`config.mk`:
```
export PLATFORM = sky130hd
export DESIGN_NAME = mlfq_ctrl
export DESIGN_NICKNAME = d
export VERILOG_FILES = /design/src/mlfq_pkg.sv /design/src/mlfq_ctrl.sv
export SDC_FILE = /design/constraint.sdc
export NUM_CORES = 1
export LEC_CHECK = 0
export BUFFER_PORTS_ARGS = -buffer_cell sky130_fd_sc_hd__clkbuf_2
export CAP_MARGIN = 10
export CELL_PAD_IN_SITES_DETAIL_PLACEMENT = 1
export CELL_PAD_IN_SITES_GLOBAL_PLACEMENT = 2
export CORE_MARGIN = 2
export CORE_UTILIZATION = 31
export CTS_BUF_LIST = sky130_fd_sc_hd__clkbuf_16
export DETAILED_ROUTE_END_ITERATION = 10
export GPL_ROUTABILITY_DRIVEN = 0
export PLACE_DENSITY_LB_ADDON = 0.25
export SYNTH_ARGS = -nofsm -noshare
export SYNTH_HDL_FRONTEND = slang
export SYNTH_SLANG_ARGS = --single-unit
```
`constraint.sdc`:
```
create_clock -name clock -period 2.9 [get_ports clock]
set_input_delay 0.29 -clock clock [delete_from_list [all_inputs] [get_ports clock]]
set_output_delay 0.29 -clock clock [all_outputs]
set_load 0.03 [all_outputs]
```
`src/mlfq_pkg.sv`:
```
// ----------------------------------------------------------------------------
// mlfq_pkg
// Shared constants, status codes and controller/datapath types of the
// three-level feedback-queue scheduler.
// ----------------------------------------------------------------------------
package mlfq_pkg;

   localparam int NUM_TASKS_DEF  = 16;
   localparam int MAX_BURSTS_DEF = 32;
   localparam int BURST_BITS_DEF = 10;

   localparam int TASK_ID_W  = 4;
   localparam int LEN_W      = 10;
   localparam int CNT_W      = 20;
   localparam int SLICE_W    = 6;
   localparam int LEVEL_W    = 2;
   localparam int STATUS_W   = 3;
   localparam int CSR_ADDR_W = 3;
   localparam int CSR_DATA_W = 32;

   localparam logic [CNT_W-1:0]   CNT_SAT      = '1;
   localparam logic [SLICE_W-1:0] L1_LIMIT_RST = 6'd7;
   localparam logic [SLICE_W-1:0] L2_LIMIT_RST = 6'd11;

   localparam logic [STATUS_W-1:0] ST_UNLOADED = 3'd0;
   localparam logic [STATUS_W-1:0] ST_READY    = 3'd1;
   localparam logic [STATUS_W-1:0] ST_RUN      = 3'd2;
   localparam logic [STATUS_W-1:0] ST_IO       = 3'd3;
   localparam logic [STATUS_W-1:0] ST_DONE     = 3'd4;

   localparam logic [LEVEL_W-1:0] LEVEL_ONE   = 2'd1;
   localparam logic [LEVEL_W-1:0] LEVEL_TWO   = 2'd2;
   localparam logic [LEVEL_W-1:0] LEVEL_THREE = 2'd3;

   // register index, taken from paddr bit 2
   localparam logic CSR_IDX_L1 = 1'b0;
   localparam logic CSR_IDX_L2 = 1'b1;

   // command from the controller to the datapath
   typedef enum logic [3:0] {
      OP_IDLE,
      OP_ACCEPT,
      OP_LD_RD,
      OP_LD_WR,
      OP_DP_POP,
      OP_DP_RD,
      OP_DP_WR,
      OP_SW_RD,
      OP_SW_UP,
      OP_SW_IO,
      OP_RN_RD,
      OP_RN_UP,
      OP_RN_IO,
      OP_FIN
   } op_type;

   // status from the datapath to the controller
   typedef struct packed {
      logic cur_valid;
      logic any_queued;
      logic need_burst;
      logic out_free;
   } dp_status_type;

endpackage

```
`src/mlfq_ctrl.sv`:
```
// ----------------------------------------------------------------------------
// mlfq_ctrl
// Sequencer: load, dispatch, per-task sweep, running-task update, result.
// ----------------------------------------------------------------------------
module mlfq_ctrl #(
   parameter int NUM_TASKS = mlfq_pkg::NUM_TASKS_DEF
) (
   input  logic                            clock,
   input  logic                            reset,
   input  logic                            req_valid,
   input  logic                            req_action,
   output logic                            req_ready,
   input  mlfq_pkg::dp_status_type         status,
   output mlfq_pkg::op_type                op,
   output logic [$clog2(NUM_TASKS)-1:0]    sweep_idx
);

   localparam int IDW = $clog2(NUM_TASKS);

   localparam logic [3:0] S_IDLE   = 4'd0;
   localparam logic [3:0] S_LD_RD  = 4'd1;
   localparam logic [3:0] S_LD_WR  = 4'd2;
   localparam logic [3:0] S_DP_POP = 4'd3;
   localparam logic [3:0] S_DP_RD  = 4'd4;
   localparam logic [3:0] S_DP_WR  = 4'd5;
   localparam logic [3:0] S_SW_RD  = 4'd6;
   localparam logic [3:0] S_SW_UP  = 4'd7;
   localparam logic [3:0] S_SW_IO  = 4'd8;
   localparam logic [3:0] S_RN_RD  = 4'd9;
   localparam logic [3:0] S_RN_UP  = 4'd10;
   localparam logic [3:0] S_RN_IO  = 4'd11;
   localparam logic [3:0] S_FIN    = 4'd12;

   logic [3:0]     state_ff, state_in;
   logic [IDW-1:0] idx_ff, idx_in;
   logic [3:0]     after_sweep;
   logic           idx_last;

   assign req_ready   = (state_ff == S_IDLE);
   assign sweep_idx   = idx_ff;
   assign idx_last    = (idx_ff == IDW'(NUM_TASKS - 1));
   assign after_sweep = status.cur_valid ? S_RN_RD : S_FIN;

   always_comb begin
      state_in = state_ff;
      idx_in   = idx_ff;
      op       = mlfq_pkg::OP_IDLE;
      unique case (state_ff)
         S_IDLE: begin
            if (req_valid) begin
               op     = mlfq_pkg::OP_ACCEPT;
               idx_in = '0;
               if (!req_action) state_in = S_LD_RD;
               else if (!status.cur_valid) state_in = S_DP_POP;
               else state_in = S_SW_RD;
            end
         end
         S_LD_RD: begin
            op       = mlfq_pkg::OP_LD_RD;
            state_in = S_LD_WR;
         end
         S_LD_WR: begin
            op       = mlfq_pkg::OP_LD_WR;
            state_in = S_IDLE;
         end
         S_DP_POP: begin
            op       = mlfq_pkg::OP_DP_POP;
            state_in = status.any_queued ? S_DP_RD : S_SW_RD;
         end
         S_DP_RD: begin
            op       = mlfq_pkg::OP_DP_RD;
            state_in = S_DP_WR;
         end
         S_DP_WR: begin
            op       = mlfq_pkg::OP_DP_WR;
            state_in = S_SW_RD;
         end
         S_SW_RD: begin
            op       = mlfq_pkg::OP_SW_RD;
            state_in = S_SW_UP;
         end
         S_SW_UP: begin
            op = mlfq_pkg::OP_SW_UP;
            if (status.need_burst) state_in = S_SW_IO;
            else if (idx_last) state_in = after_sweep;
            else begin
               idx_in   = idx_ff + 1'b1;
               state_in = S_SW_RD;
            end
         end
         S_SW_IO: begin
            op = mlfq_pkg::OP_SW_IO;
            if (idx_last) state_in = after_sweep;
            else begin
               idx_in   = idx_ff + 1'b1;
               state_in = S_SW_RD;
            end
         end
         S_RN_RD: begin
            op       = mlfq_pkg::OP_RN_RD;
            state_in = S_RN_UP;
         end
         S_RN_UP: begin
            op       = mlfq_pkg::OP_RN_UP;
            state_in = status.need_burst ? S_RN_IO : S_FIN;
         end
         S_RN_IO: begin
            op       = mlfq_pkg::OP_RN_IO;
            state_in = S_FIN;
         end
         S_FIN: begin
            op = mlfq_pkg::OP_FIN;
            if (status.out_free) state_in = S_IDLE;
         end
         default: state_in = S_IDLE;
      endcase
   end

   always_ff @(posedge clock) begin
      if (reset) begin
         state_ff <= S_IDLE;
         idx_ff   <= '0;
      end else begin
         state_ff <= state_in;
         idx_ff   <= idx_in;
      end
   end

endmodule

```
==> results of run 1 <==
==> final timing paths <==
path | end | start | cells past startpoint | slack, ns
worst max-delay path | op[2] | state_ff[1] | 4 | 0.71
worst min-delay path | state_ff[0] | status[3] | 3 | 0.44
worst max register to register | sweep_idx[2] | state_ff[2] | 6 | 0.99
worst min register to register | sweep_idx[1] | sweep_idx[1] | 2 | 0.49
==> Yosys cell counts <==
library cell and number:
a32oi_1 3, nand3_1 5, nor3_1 2, o2111ai_1 1, ha_1 5, mux2i_1 3, o211a_1 1, o32ai_1 1
a311oi_1 1, buf_2 4, nand3b_1 1, or3_1 1, o21ai_0 6, nand2_1 12, a21o_1 2, a31oi_1 1
or3b_4 1, o22ai_1 1, a2111oi_2 1, xnor2_1 1, o211ai_1 1, nand2b_1 2, nor2_1 7, dfxtp_1 8
buf_6 1, a21oi_1 3, nand4b_1 1, a221oi_1 2, nor2b_1 2, inv_1 10, or4b_1 1, clkbuf_1 1
o2bb2ai_1 1, and3_1 2, o221ai_1 1, a311o_1 2, o311ai_0 1, a2bb2oi_1 1, a22oi_1 1, and2_1 1
==> worst register-to-register path: stages (launching register included) <==
cell	delay, ns
dfxtp_1	0.37
inv_1	0.08
ha_1	0.35
or4b_1	0.51
a21o_1	0.21
a32oi_1	0.20
mux2i_1	0.09
==> power by group <==
| part | internal [µW] | total [µW] | switching [µW] |
|---|---|---|---|
| registers | 128 | 185 | 57.2 |
| clock network | 178 | 230 | 52.7 |
| logic | 150 | 432 | 282 |
| total | 455 | 847 | 392 |
==> per-layer routing <==
layer,vias up,track usage (%),share of wire (%)
met5,-,0,0
met4,0,5.13,1.4
met3,4,3.61,3.1
met2,13,23.6,43
met1,359,23.8,52
li1,407,-,-
==> through the flow <==
stage / setup slack [ns] / std cells
after CTS: 0.743 / 145
after global routing: 0.574 / 145
after floorplan: 1.19 / 102
after global placement: 1.03 / 142
final: 0.710 / 145
after detailed placement: 0.994 / 142
==> kinds of logic after synthesis <==
kind of cell | Yosys count
simple gates | 38
compound gates | 31
buf+inv | 16
flops | 8
fa+ha+maj | 5
mux | 3
xor+xnor | 1
==> state kept, by name, summed over array words and instances (netlist names) <==
| signal | count |
|---|---|
| state_ff | 4 |
| sweep_idx | 4 |
==> layout make-up <==
class,instances,area share (%)
Clock buffer,3,8.13
Inverter,10,4.07
Multi-Input combinational cell,78,57.7
Sequential cell,8,17.3
Tap cell,30,4.07
Timing Repair Buffer,16,8.67
==> flow_summary.toml, run 1 <==
[outcome]
status = "completed"

[yosys]
ys_ff_latch = 8
syn_inst = 102
syn-cell-area_um2 = 766
synthAdderAreaFrac_pct = 8.17
yosysWarnings = 0
synth_compound_area_share_pct = 31.0
synthMuxAreaShare_pct = 3.92
synth_cell_types = 40
synth_area_leaders = "dfxtp_1 (21%), ha_1 (8.2%), nand2_1 (5.9%), inv_1 (4.9%), mux2i_1 (3.9%)"
yosysSeqAreaShare_pct = 20.9
avgSynthCellArea_um2 = 7.51
synthXorXnorAreaFrac_pct = 1.14
synth_top_family_by_area = "compound AO/OA/AOI/OAI gates"
synth.net_count = 115
yosys.area.top_type_share_pct = 20.9
synthSimpleGateAreaFrac_pct = 25.3
yosysTopAreaCell = "dfxtp_1"

[layout]
regArea_um2 = 160
drive_gt1_share_pct = 18.3
post-route-util_pct = 38.3
antenna_cells = 0
mostFrequentLayoutCells = "clkbuf_2 (16), nand2_1 (12), inv_1 (10)"
fillers = 295
final_common_cell = "clkbuf_2"
nNetsFinal = 130
multi_input_area_um2 = 533
stdcell_area_um2 = 923
area_growth_syn_to_layout_pct = 20.6

[clock_network]
clk_latency_ns = 0.23
clk_pin_slew_worst_paths_ns = 0.03
cts_setup_buffers = 0
cts_tree = "built"
cts_buffers = 3
cts_sinks = 8
cts-hold-fix-buffers = 0
h-tree-depth = 1
post_cts_resized = 0
root_buffer = "clkbuf_16"
cts.path.max_buffers = 2

[job]
maxCapViolCount = 0

[sta]
maxSlewHeadroom_pct = 58.4
hold_viol = 0
rsz0062_at_grt = "no"
holdWs_ns = 0.437
final.setup.tns_ns = 0
setup_viol = 0
fmax_mhz = 457
layout_min_cycle_time_ns = 2.19
tightestPinTransition_ns = 0.623
clock_skew_ns = 0.00520
slew_viol_final = 0
final.period_utilization_pct = 75.5

[placed_design]
dpl.hpwl_mm = 1.68
place_area_um2 = 848
port_buffers = 16

[hold_path]
hold_class = "in -> reg"

[global_route]
antenna_found_initial = 0
grt_start_max_net_pins = 19
grt_pass1_wl_mm = 3.44
grt_pass1_vias = 704
grtUsageTotal_pct = 16.3
grt-ovfl-total = 0

[power]
powerDensity_mw_per_mm2 = 917
peakVddDrop_v = 0.000521
total_leakage_power_uw = 0.000380
finalPower_uw = 847

[drt]
drcViolationCount = 0
drt-total-wl_mm = 2.18
drtPass1Iterations = 4
drtIter0Drc = 24
routedWlPerCell_um = 15.1
vias = 783
ant_nets = 0
via_per_inst = 5.40

[critical_path]
path_class = "reg -> out"
worstPathArrival_ns = 1.90
path_buf_inv = 2
crit_path_end_kind = "output pin"
slowest_delay_ns = 0.70
cp_cell_sequence = "inv_1 > or3_1 > o221ai_1 > clkbuf_2"
cp-start-kind = "register"
cp_top_family = "flip-flops"
cp_slowest_cell = "dfxtp_1"
worst-path-max-fanout = 18
worstPathRequired_ns = 2.61

[floorplanning]
die_w_um = 53.7
num_rows = 18
die_h_um = 53.7
die_area_mm2 = 0.00288
core_area_mm2 = 0.00241
initial_core_util_pct = 31.8
pin_count = 17
No activity file was read; power rests on OpenSTA's default activity.
==> run 2, diff against run 1 <==
--- a/config.mk
+++ b/config.mk
@@ -5,12 +5,13 @@
 export SDC_FILE = /design/constraint.sdc
 export NUM_CORES = 1
 export LEC_CHECK = 0
+export ABC_AREA = 1
 export BUFFER_PORTS_ARGS = -buffer_cell sky130_fd_sc_hd__clkbuf_2
 export CAP_MARGIN = 10
 export CELL_PAD_IN_SITES_DETAIL_PLACEMENT = 1
 export CELL_PAD_IN_SITES_GLOBAL_PLACEMENT = 2
 export CORE_MARGIN = 2
-export CORE_UTILIZATION = 31
+export CORE_UTILIZATION = 25
 export CTS_BUF_LIST = sky130_fd_sc_hd__clkbuf_16
 export DETAILED_ROUTE_END_ITERATION = 10
 export GPL_ROUTABILITY_DRIVEN = 0
==> constraint.sdc (replaced) <==
create_clock -name clock -period 1.9 [get_ports clock]
set_input_delay 0.19 -clock clock [delete_from_list [all_inputs] [get_ports clock]]
set_output_delay 0.19 -clock clock [all_outputs]
set_load 0.03 [all_outputs]
==> flow_summary.toml, run 2 <==
[clock_network]
h-tree-depth = 1
cts_buffers = 3
clk_latency_ns = 0.23
cts_sinks = 8
clk_pin_slew_worst_paths_ns = 0.04
post_cts_resized = 0
cts_setup_buffers = 0
cts-hold-fix-buffers = 0
cts_tree = "built"
root_buffer = "clkbuf_16"
cts.path.max_buffers = 2

[yosys]
synth_ff_type = "dfxtp_1"
syn-cell-area_um2 = 776
synth_cell_types = 22
synth_async_sr_flop_share_pct = 0
yosysMostFrequentCell = "nand2_1"
ys_ff_latch = 8
yosysWarnings = 0
synth_common_cells = "nand2_1 (29), inv_1 (13), nand3_1 (13)"
synth_area_leaders = "dfxtp_1 (21%), nand2_1 (14%), nand3_1 (8.4%), ha_1 (8.1%), a21oi_1 (6.5%)"
yosys.area.top_type_share_pct = 20.6
yosysTopAreaCell = "dfxtp_1"
synth_edf_count = 0
yosysSeqAreaShare_pct = 20.6
avgSynthCellArea_um2 = 6.36
syn_inst = 122
synth.net_count = 135

[critical_path]
crit_start = "state_ff[3]"
crit_path_end_kind = "output pin"
rr_endpoint = "state_ff[3]"
cp-start-kind = "register"
path_depth = 5
worstPathArrival_ns = 1.56
cp_slowest_cell = "dfxtp_1"
path_class = "reg -> out"
slowest_delay_ns = 0.33
cpMostUsedCell = "inv_1"
worst-path-max-fanout = 5
cp_cell_sequence = "inv_1 > ha_1 > inv_1 > a311oi_1 > clkbuf_2"
r2r-start = "state_ff[3]"
r2r_slack_ns = 0.36
worstPathRequired_ns = 1.71
cp_top_family = "buffers and inverters"
rr_worst_depth = 7
cp-endpoint = "op[1]"
path_buf_inv = 3

[floorplanning]
die_w_um = 59.7
die_h_um = 59.7
core_area_mm2 = 0.00300
initial_core_util_pct = 25.8
pin_count = 17
num_rows = 20
die_area_mm2 = 0.00356

[job]
maxCapViolCount = 0

[layout]
drive_gt1_share_pct = 29.1
antenna_cells = 0
area_growth_syn_to_layout_pct = 26.6
mostFrequentLayoutCells = "nand2_1 (29), clkbuf_2 (15), nand3_1 (13)"
final_cells = 174
post-route-util_pct = 32.7
fillers = 407
nNetsFinal = 156
final_common_cell = "nand2_1"
stdcell_area_um2 = 982

[power]
peakVddDrop_v = 0.000526
total_leakage_power_uw = 0.000460
powerDensity_mw_per_mm2 = 1510

[outcome]
status = "completed"

[drt]
drtIter0Drc = 17
drcViolationCount = 0
drtPass1Iterations = 4
routedWlPerCell_um = 12.8
ant_nets = 0
vias = 840
drt-total-wl_mm = 2.22
via_per_inst = 4.83

[sta]
maxSlewHeadroom_pct = 77.1
rsz0062_at_grt = "no"
setup_viol = 0
fmax_mhz = 571
clock_skew_ns = 0.00186
layout_min_cycle_time_ns = 1.75
final.setup.tns_ns = 0
tightestPinTransition_ns = 0.343
final.period_utilization_pct = 92.2
slew_viol_final = 0
hold_viol = 0

[global_route]
grt_start_max_net_pins = 8
grt_pass1_vias = 875
grt-ovfl-total = 0
grt_pass1_wl_mm = 3.89
antenna_found_initial = 0
grtUsageTotal_pct = 14.0

[placed_design]
dpl.hpwl_mm = 1.90
place_area_um2 = 897
dp_cells = 171
port_buffers = 16

[hold_path]
hold_class = "in -> reg"
min_from = "reset"
[run 2: changes by cell type after synthesis, sizes merged, moves of 3 or more]
cell | before | now
mux2i | 3 | 0
nor2 | 7 | 16
o21ai | 6 | 9
nand4 | 0 | 4
nand3 | 5 | 14
a32oi | 3 | 0
nand2 | 12 | 34
buf | 5 | 0
inv | 10 | 17
a21oi | 3 | 11
[run 2: kinds of logic (layout without fill, tap and decap cells)]
| kind of cell | count (synthesis) | count (layout) | synth area share (%) |
|---|---|---|---|
| DFF | 8 | 8 | 20.6 |
| adders and majority gates | 5 | 5 | 8.06 |
| buffers and inverters | 17 | 36 | 8.23 |
| xor gates and xnor gates | 1 | 1 | 1.13 |
| and+or+nand+nor | 70 | 70 | 46.0 |
| AOI/OAI and AO/OA | 21 | 21 | 16.0 |
[run 2: per-layer routing]
layer  GRT usage, %  routed length, µm
met4           3.81                  9
met3          0.649                 51
met1           20.8               1110
met5              0                  0
met2           22.0               1050
[run 2: how the worst min path moves through the flow]
stage	cells after the start	endpoint	slack (ns)
after floorplan	1	state_ff[2]	0.26
after global placement	2	sweep_idx[2]	0.47
after detailed placement	2	sweep_idx[2]	0.47
after CTS	2	sweep_idx[2]	0.23
after global routing	2	state_ff[2]	0.25
final	2	sweep_idx[2]	0.23
[run 2: report_power, final]
| group | switching (µW) | internal (µW) |
|---|---|---|
| logic | 598 | 268 |
| registers | 65.4 | 207 |
| clock network | 73.8 | 271 |
[run 2: through the flow]
stage | power, µW | hold WS (ns) | setup WS [ns]
6_report | 1480 | 0.227 | 0.148
5_1_grt | 1610 | 0.254 | 0.0263
4_1_cts | 1480 | 0.234 | 0.0509
3_5_place_dp | 1120 | 0.472 | 0.292
3_3_place_gp | 1120 | 0.470 | 0.319
2_1_floorplan | 897 | 0.259 | 0.118
[run 2: area by class of cell]
cell class	count	area [µm²]	share of cell area, %
Sequential cell	8	160	16.3
Timing Repair Buffer	16	80.1	8.15
Inverter	17	63.8	6.50
Multi-Input combinational cell	97	562	57.2
Clock buffer	3	75.1	7.64
Tap cell	33	41.3	4.20
