## config.mk

```make
export PLATFORM = sky130hd
export DESIGN_NAME = mlfq_csr
export DESIGN_NICKNAME = d
export VERILOG_FILES = /design/src/mlfq_pkg.sv /design/src/mlfq_csr.sv
export SDC_FILE = /design/constraint.sdc
export NUM_CORES = 1
export LEC_CHECK = 0
export ABC_AREA = 1
export BUFFER_PORTS_ARGS = -buffer_cell sky130_fd_sc_hd__buf_2
export CAP_MARGIN = 25
export CORE_MARGIN = 2
export CORE_UTILIZATION = 34
export CTS_CLUSTER_DIAMETER = 30
export DETAILED_ROUTE_END_ITERATION = 6
export MAX_ROUTING_LAYER = met4
export PLACE_DENSITY = 0.79
export SETUP_SLACK_MARGIN = 0.2
export SLEW_MARGIN = 10
export SYNTH_ARGS = -nofsm -noshare
export SYNTH_HDL_FRONTEND = slang
export SYNTH_SLANG_ARGS = --single-unit
```

## constraint.sdc

```tcl
create_clock -name clock -period 0.8 [get_ports clock]
set_clock_uncertainty 0.05 [all_clocks]
set_input_delay 0.12 -clock clock [delete_from_list [all_inputs] [get_ports clock]]
set_output_delay 0.12 -clock clock [all_outputs]
set_load 0.01 [all_outputs]
```

## src/mlfq_pkg.sv

```systemverilog
// ----------------------------------------------------------------------------
// mlfq_pkg
// Shared constants, status codes and controller/datapath types of the
// three-level feedback-queue scheduler.
// ----------------------------------------------------------------------------
package mlfq_pkg;

   localparam int NUM_TASKS_DEF  = 16;
   localparam int MAX_BURSTS_DEF = 32;
   localparam int BURST_BITS_DEF = 10;

   localparam int TASK_ID_W  = 4;
   localparam int LEN_W      = 10;
   localparam int CNT_W      = 20;
   localparam int SLICE_W    = 6;
   localparam int LEVEL_W    = 2;
   localparam int STATUS_W   = 3;
   localparam int CSR_ADDR_W = 3;
   localparam int CSR_DATA_W = 32;

   localparam logic [CNT_W-1:0]   CNT_SAT      = '1;
   localparam logic [SLICE_W-1:0] L1_LIMIT_RST = 6'd7;
   localparam logic [SLICE_W-1:0] L2_LIMIT_RST = 6'd11;

   localparam logic [STATUS_W-1:0] ST_UNLOADED = 3'd0;
   localparam logic [STATUS_W-1:0] ST_READY    = 3'd1;
   localparam logic [STATUS_W-1:0] ST_RUN      = 3'd2;
   localparam logic [STATUS_W-1:0] ST_IO       = 3'd3;
   localparam logic [STATUS_W-1:0] ST_DONE     = 3'd4;

   localparam logic [LEVEL_W-1:0] LEVEL_ONE   = 2'd1;
   localparam logic [LEVEL_W-1:0] LEVEL_TWO   = 2'd2;
   localparam logic [LEVEL_W-1:0] LEVEL_THREE = 2'd3;

   // register index, taken from paddr bit 2
   localparam logic CSR_IDX_L1 = 1'b0;
   localparam logic CSR_IDX_L2 = 1'b1;

   // command from the controller to the datapath
   typedef enum logic [3:0] {
      OP_IDLE,
      OP_ACCEPT,
      OP_LD_RD,
      OP_LD_WR,
      OP_DP_POP,
      OP_DP_RD,
      OP_DP_WR,
      OP_SW_RD,
      OP_SW_UP,
      OP_SW_IO,
      OP_RN_RD,
      OP_RN_UP,
      OP_RN_IO,
      OP_FIN
   } op_type;

   // status from the datapath to the controller
   typedef struct packed {
      logic cur_valid;
      logic any_queued;
      logic need_burst;
      logic out_free;
   } dp_status_type;

endpackage

```

## src/mlfq_csr.sv

```systemverilog
// ----------------------------------------------------------------------------
// mlfq_csr
// APB-style register file holding the two slice limits.
// ----------------------------------------------------------------------------
module mlfq_csr (
   input  logic                             clock,
   input  logic                             reset,
   input  logic                             csr_psel,
   input  logic                             csr_penable,
   input  logic                             csr_pwrite,
   input  logic [mlfq_pkg::CSR_ADDR_W-1:0]  csr_paddr,
   input  logic [mlfq_pkg::CSR_DATA_W-1:0]  csr_pwdata,
   output logic [mlfq_pkg::CSR_DATA_W-1:0]  csr_prdata,
   output logic                             csr_pready,
   output logic [mlfq_pkg::SLICE_W-1:0]     l1_limit,
   output logic [mlfq_pkg::SLICE_W-1:0]     l2_limit
);

   logic [mlfq_pkg::SLICE_W-1:0] l1_ff, l2_ff;
   logic                         wr_en;

   assign wr_en      = csr_psel & csr_penable & csr_pwrite;
   assign csr_pready = 1'b1;
   assign l1_limit   = l1_ff;
   assign l2_limit   = l2_ff;

   always_ff @(posedge clock) begin
      if (reset) begin
         l1_ff <= mlfq_pkg::L1_LIMIT_RST;
         l2_ff <= mlfq_pkg::L2_LIMIT_RST;
      end else if (wr_en) begin
         unique case (csr_paddr[2])
            mlfq_pkg::CSR_IDX_L1: l1_ff <= csr_pwdata[mlfq_pkg::SLICE_W-1:0];
            mlfq_pkg::CSR_IDX_L2: l2_ff <= csr_pwdata[mlfq_pkg::SLICE_W-1:0];
            default: ;
         endcase
      end
   end

   always_comb begin
      unique case (csr_paddr[2])
         mlfq_pkg::CSR_IDX_L1: csr_prdata = mlfq_pkg::CSR_DATA_W'(l1_ff);
         mlfq_pkg::CSR_IDX_L2: csr_prdata = mlfq_pkg::CSR_DATA_W'(l2_ff);
         default:              csr_prdata = '0;
      endcase
   end

endmodule

```

==> results_dict.tcl, run 1 <==
set metrics [dict create \
    outcome "complete, but fails checks" \
    violations "setup timing" \
    power_density_nw_per_um2 1270 \
    ys_types 14 \
    postSynthCellCount 118 \
    fp-row-count 17 \
    place_congestion 0.755 \
    hold_viol 0 \
    area_growth_pct 51.6 \
    drcViolationCount 0 \
    p_seq_share_pct 42.2 \
    io_pins 85 \
    fp.dieW_um 52.3 \
    stdcell_area_sq_um 1200 \
    cp.required_ns 0.63 \
    fin_crit_sh_pct 130 \
    placed_cell_area_sq_um 922 \
    antenna_cells 0 \
    rsz0062_at_grt "yes" \
    grt_pass1_vias 585 \
    portBuffers 29 \
    hold_start "csr_pwdata[3]" \
    postRouteAntennaNets 0 \
    ys_warn_count 0 \
    min_path_type "in2reg" \
    drt_iter0_drc 8 \
    die_area_sq_um 2740 \
    clk_pin_slew_ns 0.08 \
    clockBufferDepth 2 \
    setup_ws_ns -0.244 \
    wl_per_cell_um 9.27 \
    whs_path_depth 3 \
    antenna_found_initial 0 \
    min_to "l2_limit[3]" \
    cts_tree "built" \
    die_height_um 52.3 \
    intPower_mw 1.08 \
    cts_max_level 1 \
    syn_avg_cell_area_sq_um 6.72 \
    critPathKind "reg2out" \
    regToRegStartpoint "l2_limit[1]" \
    r2r_end "l2_limit[1]" \
    swShare_pct 29.3 \
    netlist_area_sq_um 793 \
    arrival_ns 0.87 \
    finalWorstPathRequiredPeriod_ns 1.04 \
    synth_area_leader_cell "dfxtp_1" \
    drtPass1Iterations 4 \
    coreArea_sq_um 2210 \
    overflow 0 \
    start_util_pct 35.9 \
    num-fill-cells 218 \
    cap_violations 0 \
    grt_pass1_wl_mm 2.43 \
    root_buffer "clkbuf_4" \
    ys_top_cells_by_area "dfxtp_1 (30%), buf_4 (26%), nand2_1 (18%), nand3_1 (7.6%), nor2_1 (5.7%)" \
    ys_seq_area_share_pct 30.3 \
    cts_buffers 3 \
    hold_buffers 0 \
    fmax_mhz 958 \
    cp-start-kind "register" \
    cp-end-kind "primary output" \
    synth_top_area_share_pct 30.3 \
    routed_wl_mm 1.72 \
    hpwlAfterDp_mm 1.20 \
    reg2reg_slack_ns 0.10 \
    grt_use_total_pct 12.9 \
    reg2reg_depth 3 \
    drive_above_1_share_pct 50.3 \
    cts.sinks 12 \
    clkPwrFrac_pct 32.1 \
    cellLeakagePower_nw 0.626 \
    slew_violations 0 \
    totalPowerFinal_mw 1.52 \
    num_vias 750 \
    setup_viol 18 \
    pwr-share-comb_pct 25.7 \
    crit_path_max_fanout 3 \
    clock_latency_ns 0.28 \
    worst_ir_drop_vdd_uv 695 \
    layout.nets 198 \
    netSwitchingPower_mw 0.446 \
    yosys_register_bits 12 \
    grt_max_degree 13 \
    via_per_inst 4.05 \
]
==> critical path: stages, from the launching register on <==
cell	delay, ns
dfxtp_2	0.35
nand2_1	0.07
nand2_2	0.08
buf_6	0.10
==> power by group through the flow <==
stage / Sequential [mW] / Combinational, mW / Clock, mW
finish: 0.643 / 0.391 / 0.489
global route: 0.646 / 0.432 / 0.550
CTS: 0.638 / 0.332 / 0.515
detailed placement: 0.651 / 0.295 / 0
global placement: 0.651 / 0.293 / 0
floorplan: 0.661 / 0.278 / 0
==> sequential cells by signal, summed over array words and instances (netlist names) <==
| signal | count |
|---|---|
| l1_limit | 6 |
| l2_limit | 6 |
==> cell usage after synthesis (all sizes together) <==
master,count
nand2,39
buf,30
nor2,15
nand3,13
dfxtp,12
inv,7
conb,2
==> layout make-up <==
cell class / instances / area, sq um / area share [%]
multi-input cells: 94 / 460 / 38.3
clock buffers: 4 / 36.3 / 3.02
well taps: 28 / 35.0 / 2.91
inverters: 7 / 26.3 / 2.19
repair buffers: 40 / 389 / 32.4
flip-flops and latches: 12 / 255 / 21.2
==> logic make-up (layout without fill, tap and decap cells) <==
group	Yosys count	count (layout)	synth area share [%]
DFF	12	12	30.3
buffers and inverters	37	51	31.5
other	2	27	0.947
and+or+nand+nor	67	67	37.2
==> worst max-delay path by stage <==
stage,startpoint,end,slack (ns),cells past startpoint
6_report,l2_limit[5],csr_prdata[5],-0.24,3
5_1_grt,l2_limit[5],csr_prdata[5],-0.31,3
4_1_cts,l1_limit[2],csr_prdata[2],-0.23,3
3_5_place_dp,csr_psel,l2_limit[1],-0.14,6
3_3_place_gp,csr_psel,l1_limit[2],-0.11,6
2_1_floorplan,csr_psel,l2_limit[0],0.12,5
==> routing by layer <==
layer / track usage, % / vias to the layer above / wire length [um]
met3: 5.71 / 5 / 119
li1: - / 385 / -
met5: - / - / 0
met4: 7.69 / 0 / 33
met2: 19.2 / 26 / 853
met1: 14.0 / 334 / 709
==> cell usage in the layout (no fill, tap or decap) <==
| cell type | Yosys | final |
|---|---|---|
| inv_2 | 2 | 2 |
| nand2_2 | 2 | 12 |
| nor2_2 | 1 | 1 |
| inv_1 | 5 | 5 |
| buf_6 | 1 | 25 |
| buf_12 | 0 | 1 |
| conb_1 | 2 | 27 |
| buf_4 | 27 | 3 |
| nand3_1 | 12 | 9 |
| clkbuf_8 | 0 | 1 |
| nor2_4 | 2 | 3 |
| buf_2 | 2 | 10 |
| clkbuf_4 | 0 | 3 |
| nand3_2 | 1 | 4 |
| nand2_1 | 37 | 26 |
| nand2_8 | 0 | 1 |
| dfxtp_2 | 0 | 12 |
| nor2_1 | 12 | 11 |
| buf_8 | 0 | 1 |
==> timing repair <==
action,in CTS,in global routing
buffers inserted,2,6
pin swaps,18,5
setup endpoints to repair,30,30
gates resized for setup,12,27
==> metrics by stage <==
stage	utilization, %	hold WS (ns)	setup WS, ns	cells	TNS (ns)
final	54.4	0.0133	-0.244	185	-3.34
after global routing	54.4	0.0111	-0.307	185	-4.18
after CTS	46.7	0.00328	-0.231	179	-3.00
after detailed placement	41.7	0.303	-0.137	173	-1.92
after global placement	41.7	0.303	-0.111	173	-1.68
after floorplan	-	0.196	0.117	143	0
(Power assumes the default switching activity.)
==> run 2, diff against run 1 <==
--- a/config.mk
+++ b/config.mk
@@ -13,7 +13,7 @@
 export CTS_CLUSTER_DIAMETER = 30
 export DETAILED_ROUTE_END_ITERATION = 6
 export MAX_ROUTING_LAYER = met4
-export PLACE_DENSITY = 0.79
+export PLACE_DENSITY = 0.84
 export SETUP_SLACK_MARGIN = 0.2
 export SLEW_MARGIN = 10
 export SYNTH_ARGS = -nofsm -noshare
==> run 2 against run 1 <==
  * The run still ends with setup timing left
  * Total power fell by 5.9%
  * Sequential power barely moved
  * Sequential share of layout area fell by 0.83 points
  * First-iteration DRC count fell by 38%
  * Maximum frequency rose by 1.9%
  * Critical path depth did not move
  * Global-route usage rose by 0.21 points
  * Critical endpoint is now csr_prdata[0]
  * Largest power group unchanged
  * Highest routed layer unchanged
==> results_dict.tcl, run 2 (same netlist as run 1, synthesis figures left out) <==
set metrics [dict create \
    outcome "complete, but fails checks" \
    violations "setup timing" \
    hold_buffers 0 \
    portBuffers 29 \
    fin_setup_tns_ns -3.00 \
    cts_buffers 3 \
    final_common_cell "conb_1" \
    layout_common_cells "conb_1 (27), buf_6 (25), nand2_2 (19), nand2_1 (17), dfxtp_2 (12)" \
    cp.required_ns 0.63 \
    start_util_pct 35.9 \
    cp-end-kind "primary output" \
    regToRegStartpoint "l1_limit[3]" \
    routed_wl_mm 1.78 \
    hold_start "csr_pwdata[1]" \
    fp-row-count 17 \
    min_path_type "in2reg" \
    area_growth_pct 57.7 \
    setup_ws_ns -0.224 \
    slew_violations 0 \
    drtPass1Iterations 4 \
    stdcell_area_sq_um 1250 \
    cp_cell_sequence "nand2_2 > nand2_2 > buf_6" \
    antenna_found_initial 0 \
    die_area_sq_um 2740 \
    clockBufferDepth 2 \
    rsz0062_at_grt "yes" \
    clk_pin_slew_ns 0.08 \
    hold_viol 0 \
    crit_path_max_fanout 3 \
    clock_latency_ns 0.26 \
    crit_top_cell "nand2_2" \
    place_inst 173 \
    drcViolationCount 0 \
    grt_use_met2_pct 21.0 \
    cts.sinks 12 \
    grt_use_met1_pct 15.7 \
    grt.busiest_layer "met2" \
    grt_use_met3_pct 2.29 \
    grt_pass1_vias 582 \
    hpwlAfterDp_mm 1.23 \
    via_per_inst 4.15 \
    seqCellArea_sq_um 255 \
    worst_ir_drop_vdd_uv 855 \
    final_cells 185 \
    overflow 0 \
    multiInputGateArea_sq_um 508 \
    critPathKind "reg2out" \
    cp.buffers_inverters 1 \
    arrival_ns 0.85 \
    coreArea_sq_um 2210 \
    io_pins 85 \
    cts_tree "built" \
    finalWorstPathRequiredPeriod_ns 1.02 \
    grt_pass1_wl_mm 2.53 \
    layout.nets 199 \
    wl_per_cell_um 9.62 \
    crit_slowest_cell "dfxtp_2" \
    setup_viol 19 \
    place_congestion 0.744 \
    cap_violations 0 \
    drive_above_1_share_pct 58.0 \
    cellLeakagePower_nw 0.639 \
    cts_max_level 1 \
    power_density_nw_per_um2 1140 \
    grt_use_total_pct 13.1 \
    fin_crit_sh_pct 128 \
    antenna_cells 0 \
    postRouteAntennaNets 0 \
    root_buffer "clkbuf_4" \
    max_stage_delay_ns 0.37 \
    critPathTopFamily "flip-flops" \
    fmax_mhz 976 \
    drt_iter0_drc 5 \
    grt_max_degree 13 \
    die_height_um 52.3 \
    totalPowerFinal_mw 1.43 \
    cp-startpoint "l1_limit[0]" \
    placed_cell_area_sq_um 922 \
    num-fill-cells 212 \
    cp-start-kind "register" \
    fp.dieW_um 52.3 \
    num_vias 768 \
]
[run 2: worst paths after layout]
| kind | slack, ns | end | depth (start not counted) |
|---|---|---|---|
| min | 0.04 | l2_limit[1] | 3 |
| max reg2reg | -0.02 | l1_limit[3] | 4 |
| max | -0.22 | csr_prdata[0] | 3 |
| min reg2reg | 0.43 | l2_limit[2] | 2 |
[run 2: layer usage]
layer | part of all wire, % | wire [um]
met1 | 40 | 708
met2 | 53 | 944
met3 | 5.8 | 103
met4 | 1.3 | 24
met5 | 0 | 0
[run 2: cell type report]
type,count,area share (%)
clock buffer,3,1.80
multi-input combinational,94,40.6
sequential,12,20.4
inverter,7,2.30
tap,28,2.80
timing repair buffer,41,32.1
[run 2: timing repair]
item | 4_1_cts | 5_1_grt
setup buffers | 3 | 6
pin swaps | 17 | 17
setup endpoints to repair | 30 | 30
gates resized for setup | 24 | 33
endpoints found under the hold margin | 0 | 0
[run 2: per-stage QoR]
| stage | hold slack [ns] | setup slack (ns) | utilization [%] |
|---|---|---|---|
| after floorplan | 0.196 | 0.117 | - |
| after global placement | 0.297 | -0.135 | 41.7 |
| after detailed placement | 0.307 | -0.157 | 41.7 |
| after CTS | 0.0265 | -0.218 | 49.3 |
| after global routing | 0.0341 | -0.284 | 56.6 |
| final | 0.0358 | -0.224 | 56.6 |
[run 2: worst register-to-register path, delay by kind of cell (launching register included)]
family | cells | cell delay [ns]
buf+inv | 2 | 0.21
flops | 1 | 0.33
simple gates | 2 | 0.12
[run 2: power breakdown]
part | switching [mW] | internal [mW]
Clock | 0.198 | 0.173
Combinational | 0.227 | 0.188
Sequential | 0.0226 | 0.623
==> run 3, diff against run 2 <==
--- a/config.mk
+++ b/config.mk
@@ -5,7 +5,6 @@
 export SDC_FILE = /design/constraint.sdc
 export NUM_CORES = 1
 export LEC_CHECK = 0
-export ABC_AREA = 1
 export BUFFER_PORTS_ARGS = -buffer_cell sky130_fd_sc_hd__buf_2
 export CAP_MARGIN = 25
 export CORE_MARGIN = 2
@@ -15,7 +14,6 @@
 export MAX_ROUTING_LAYER = met4
 export PLACE_DENSITY = 0.84
 export SETUP_SLACK_MARGIN = 0.2
-export SLEW_MARGIN = 10
 export SYNTH_ARGS = -nofsm -noshare
 export SYNTH_HDL_FRONTEND = slang
 export SYNTH_SLANG_ARGS = --single-unit
==> run 3 against run 2 <==
  * The flow still finishes with violations (setup timing)
  * First-iteration DRC count rose by 140%
  * Cell area rose by 0.30%
  * Critical path depth fell by 1
  * Sequential power fell by 3.7%
  * Combinational power fell by 25%
  * Highest routed layer unchanged
  * Non-clock buffer count rose by 7
  * Critical path type unchanged
  * Clock power rose by 35%
  * Register-to-register slack got worse by 0.13 ns
  * Core utilization fell by 0.37 points
  * Synthesized cell count fell by 25%
  * Area after synthesis rose by 1.7%
  * Die area rose by 1.6%
==> results_dict.tcl, run 3 <==
set metrics [dict create \
    num-fill-cells 198 \
    clk_pin_slew_ns 0.08 \
    layout_common_cells "buf_6 (31), conb_1 (27), mux2i_1 (12), dfxtp_2 (12), buf_2 (11)" \
    totalPowerFinal_mw 1.44 \
    drive_above_1_share_pct 57.9 \
    yosys_register_bits 12 \
    cp-start-kind "register" \
    wl_per_cell_um 11.6 \
    hold_ws_ns 0.0505 \
    arrival_ns 1.01 \
    final_common_cell "buf_6" \
    portBuffers 29 \
    die_height_um 52.7 \
    area_growth_pct 55.5 \
    root_buffer "clkbuf_4" \
    ys_top_cells_by_area "dfxtp_1 (30%), buf_4 (25%), mux2i_1 (15%), mux2_2 (8.4%), nand2b_1 (7.8%)" \
    final_cells 161 \
    fin_crit_sh_pct 147 \
    io_pins 85 \
    stdcell_area_sq_um 1250 \
    cp.required_ns 0.63 \
    cts_max_level 1 \
    cts.sinks 12 \
    drtPass1Iterations 4 \
    cellLeakagePower_nw 0.620 \
    fmax_mhz 849 \
    placed_cell_area_sq_um 943 \
    violations "setup timing" \
    min_path_type "in2reg" \
    grt_pass1_vias 637 \
    hold_viol 0 \
    synthArstFlopShare_pct 0 \
    ys.flop_type "dfxtp_1" \
    crit_slowest_cell "dfxtp_2" \
    clock_latency_ns 0.28 \
    fp-row-count 17 \
    place_inst 151 \
    finalWorstPathRequiredPeriod_ns 1.18 \
    synth_area_leader_cell "dfxtp_1" \
    setup_ws_ns -0.377 \
    fin_setup_tns_ns -5.21 \
    drcViolationCount 0 \
    worst_ir_drop_vdd_uv 499 \
    outcome "complete, but fails checks" \
    overflow 0 \
    max_stage_delay_ns 0.33 \
    netlist_area_sq_um 807 \
    hpwlAfterDp_mm 1.32 \
    regToRegStartpoint "l1_limit[0]" \
    crit_path_max_fanout 2 \
    start_util_pct 36.1 \
    via_per_inst 4.20 \
    place_congestion 0.736 \
    synthMostInstantiatedCell "buf_4" \
    ys_seq_area_share_pct 29.8 \
    coreArea_sq_um 2230 \
    antenna_cells 0 \
    synth-edff-count 0 \
    hold_start "csr_pwdata[3]" \
    routed_wl_mm 1.87 \
    cp-end-kind "primary output" \
    grt_use_total_pct 14.2 \
    rsz0062_at_grt "yes" \
    cts_tree "built" \
    clockBufferDepth 2 \
    antenna_found_initial 0 \
    die_area_sq_um 2780 \
    cts_buffers 3 \
    postSynthCellCount 88 \
    syn_avg_cell_area_sq_um 9.17 \
    setup_viol 22 \
    cap_violations 0 \
    critPathKind "reg2out" \
    ys_warn_count 0 \
    synthTopCellsByCount "buf_4 (27), dfxtp_1 (12), mux2i_1 (12)" \
    fp.dieW_um 52.7 \
    grt_max_degree 21 \
    cp_cell_sequence "mux2_4 > buf_6" \
    hold_buffers 0 \
    grt_pass1_wl_mm 2.79 \
    drt_iter0_drc 12 \
    slew_violations 0 \
    num_vias 677 \
    layout.nets 174 \
    synth_top_area_share_pct 29.8 \
    power_density_nw_per_um2 1140 \
    cp-startpoint "l1_limit[3]" \
    ys_types 14 \
    postRouteAntennaNets 0 \
]
-- run 3: cell count changes after synthesis, moves of 5 or more --
cell,before,now
mux2i_1,0,12
nand3_1,12,0
nand2b_1,0,10
mux2_2,0,6
inv_1,5,0
nand2_1,37,0
-- run 3: cell families (layout without fill, tap and decap cells) --
| logic type | count (synthesis) | after routing | share of synthesized area, % |
|---|---|---|---|
| simple gates | 24 | 24 | 16.6 |
| flops | 12 | 12 | 29.8 |
| mux | 18 | 18 | 23.3 |
| other cells | 2 | 27 | 0.931 |
| buf+inv | 32 | 52 | 29.5 |
-- run 3: worst paths after layout --
kind,slack [ns],cells after the start,endpoint
worst max-delay path,-0.38,2,csr_prdata[3]
worst min-delay path,0.05,3,l1_limit[3]
worst max register to register,-0.15,5,l1_limit[0]
worst min register to register,0.54,3,l2_limit[5]
-- run 3: layout make-up --
type                    instances  area (sq um)  share of cell area (%)
clock buffers                   4          36.3                    2.89
multi-input cells              69           479                    38.2
flip-flops and latches         12           255                    20.3
well taps                      28          35.0                    2.79
repair buffers                 48           449                    35.8
-- run 3: power breakdown --
part,internal [mW],switching [mW],leakage (nW),total (mW)
logic,0.149,0.164,0.502,0.313
clock network,0.277,0.224,0.0210,0.501
registers,0.612,0.00904,0.0974,0.621
total,1.04,0.397,0.620,1.44
-- run 3: stage by stage --
stage               util [%]  setup slack, ns
floorplan                  -          -0.0640
global placement        42.2           -0.190
detailed placement      42.2           -0.231
CTS                     51.7           -0.365
global route            56.2           -0.395
finish                  56.2           -0.377
-- run 3: what timing repair did --
item | 4_1_cts | 5_1_grt
setup buffers | 2 | 4
pin swaps | 0 | 5
setup endpoints to repair | 30 | 30
resized for setup | 38 | 20
-- run 3: critical path, delay by kind of cell (launching register included) --
kind / cells / cell delay [ns]
buffers and inverters: 1 / 0.12
flip-flops: 1 / 0.33
multiplexers: 1 / 0.27
-- run 3: per-layer routing --
metal  routed length [um]  vias to the layer above  track usage (%)
met3                  176                        5             4.86
met1                  699                      312             15.7
li1                     -                      321                -
met5                    0                        -                -
met4                   47                        0             5.13
met2                  949                       39             23.5
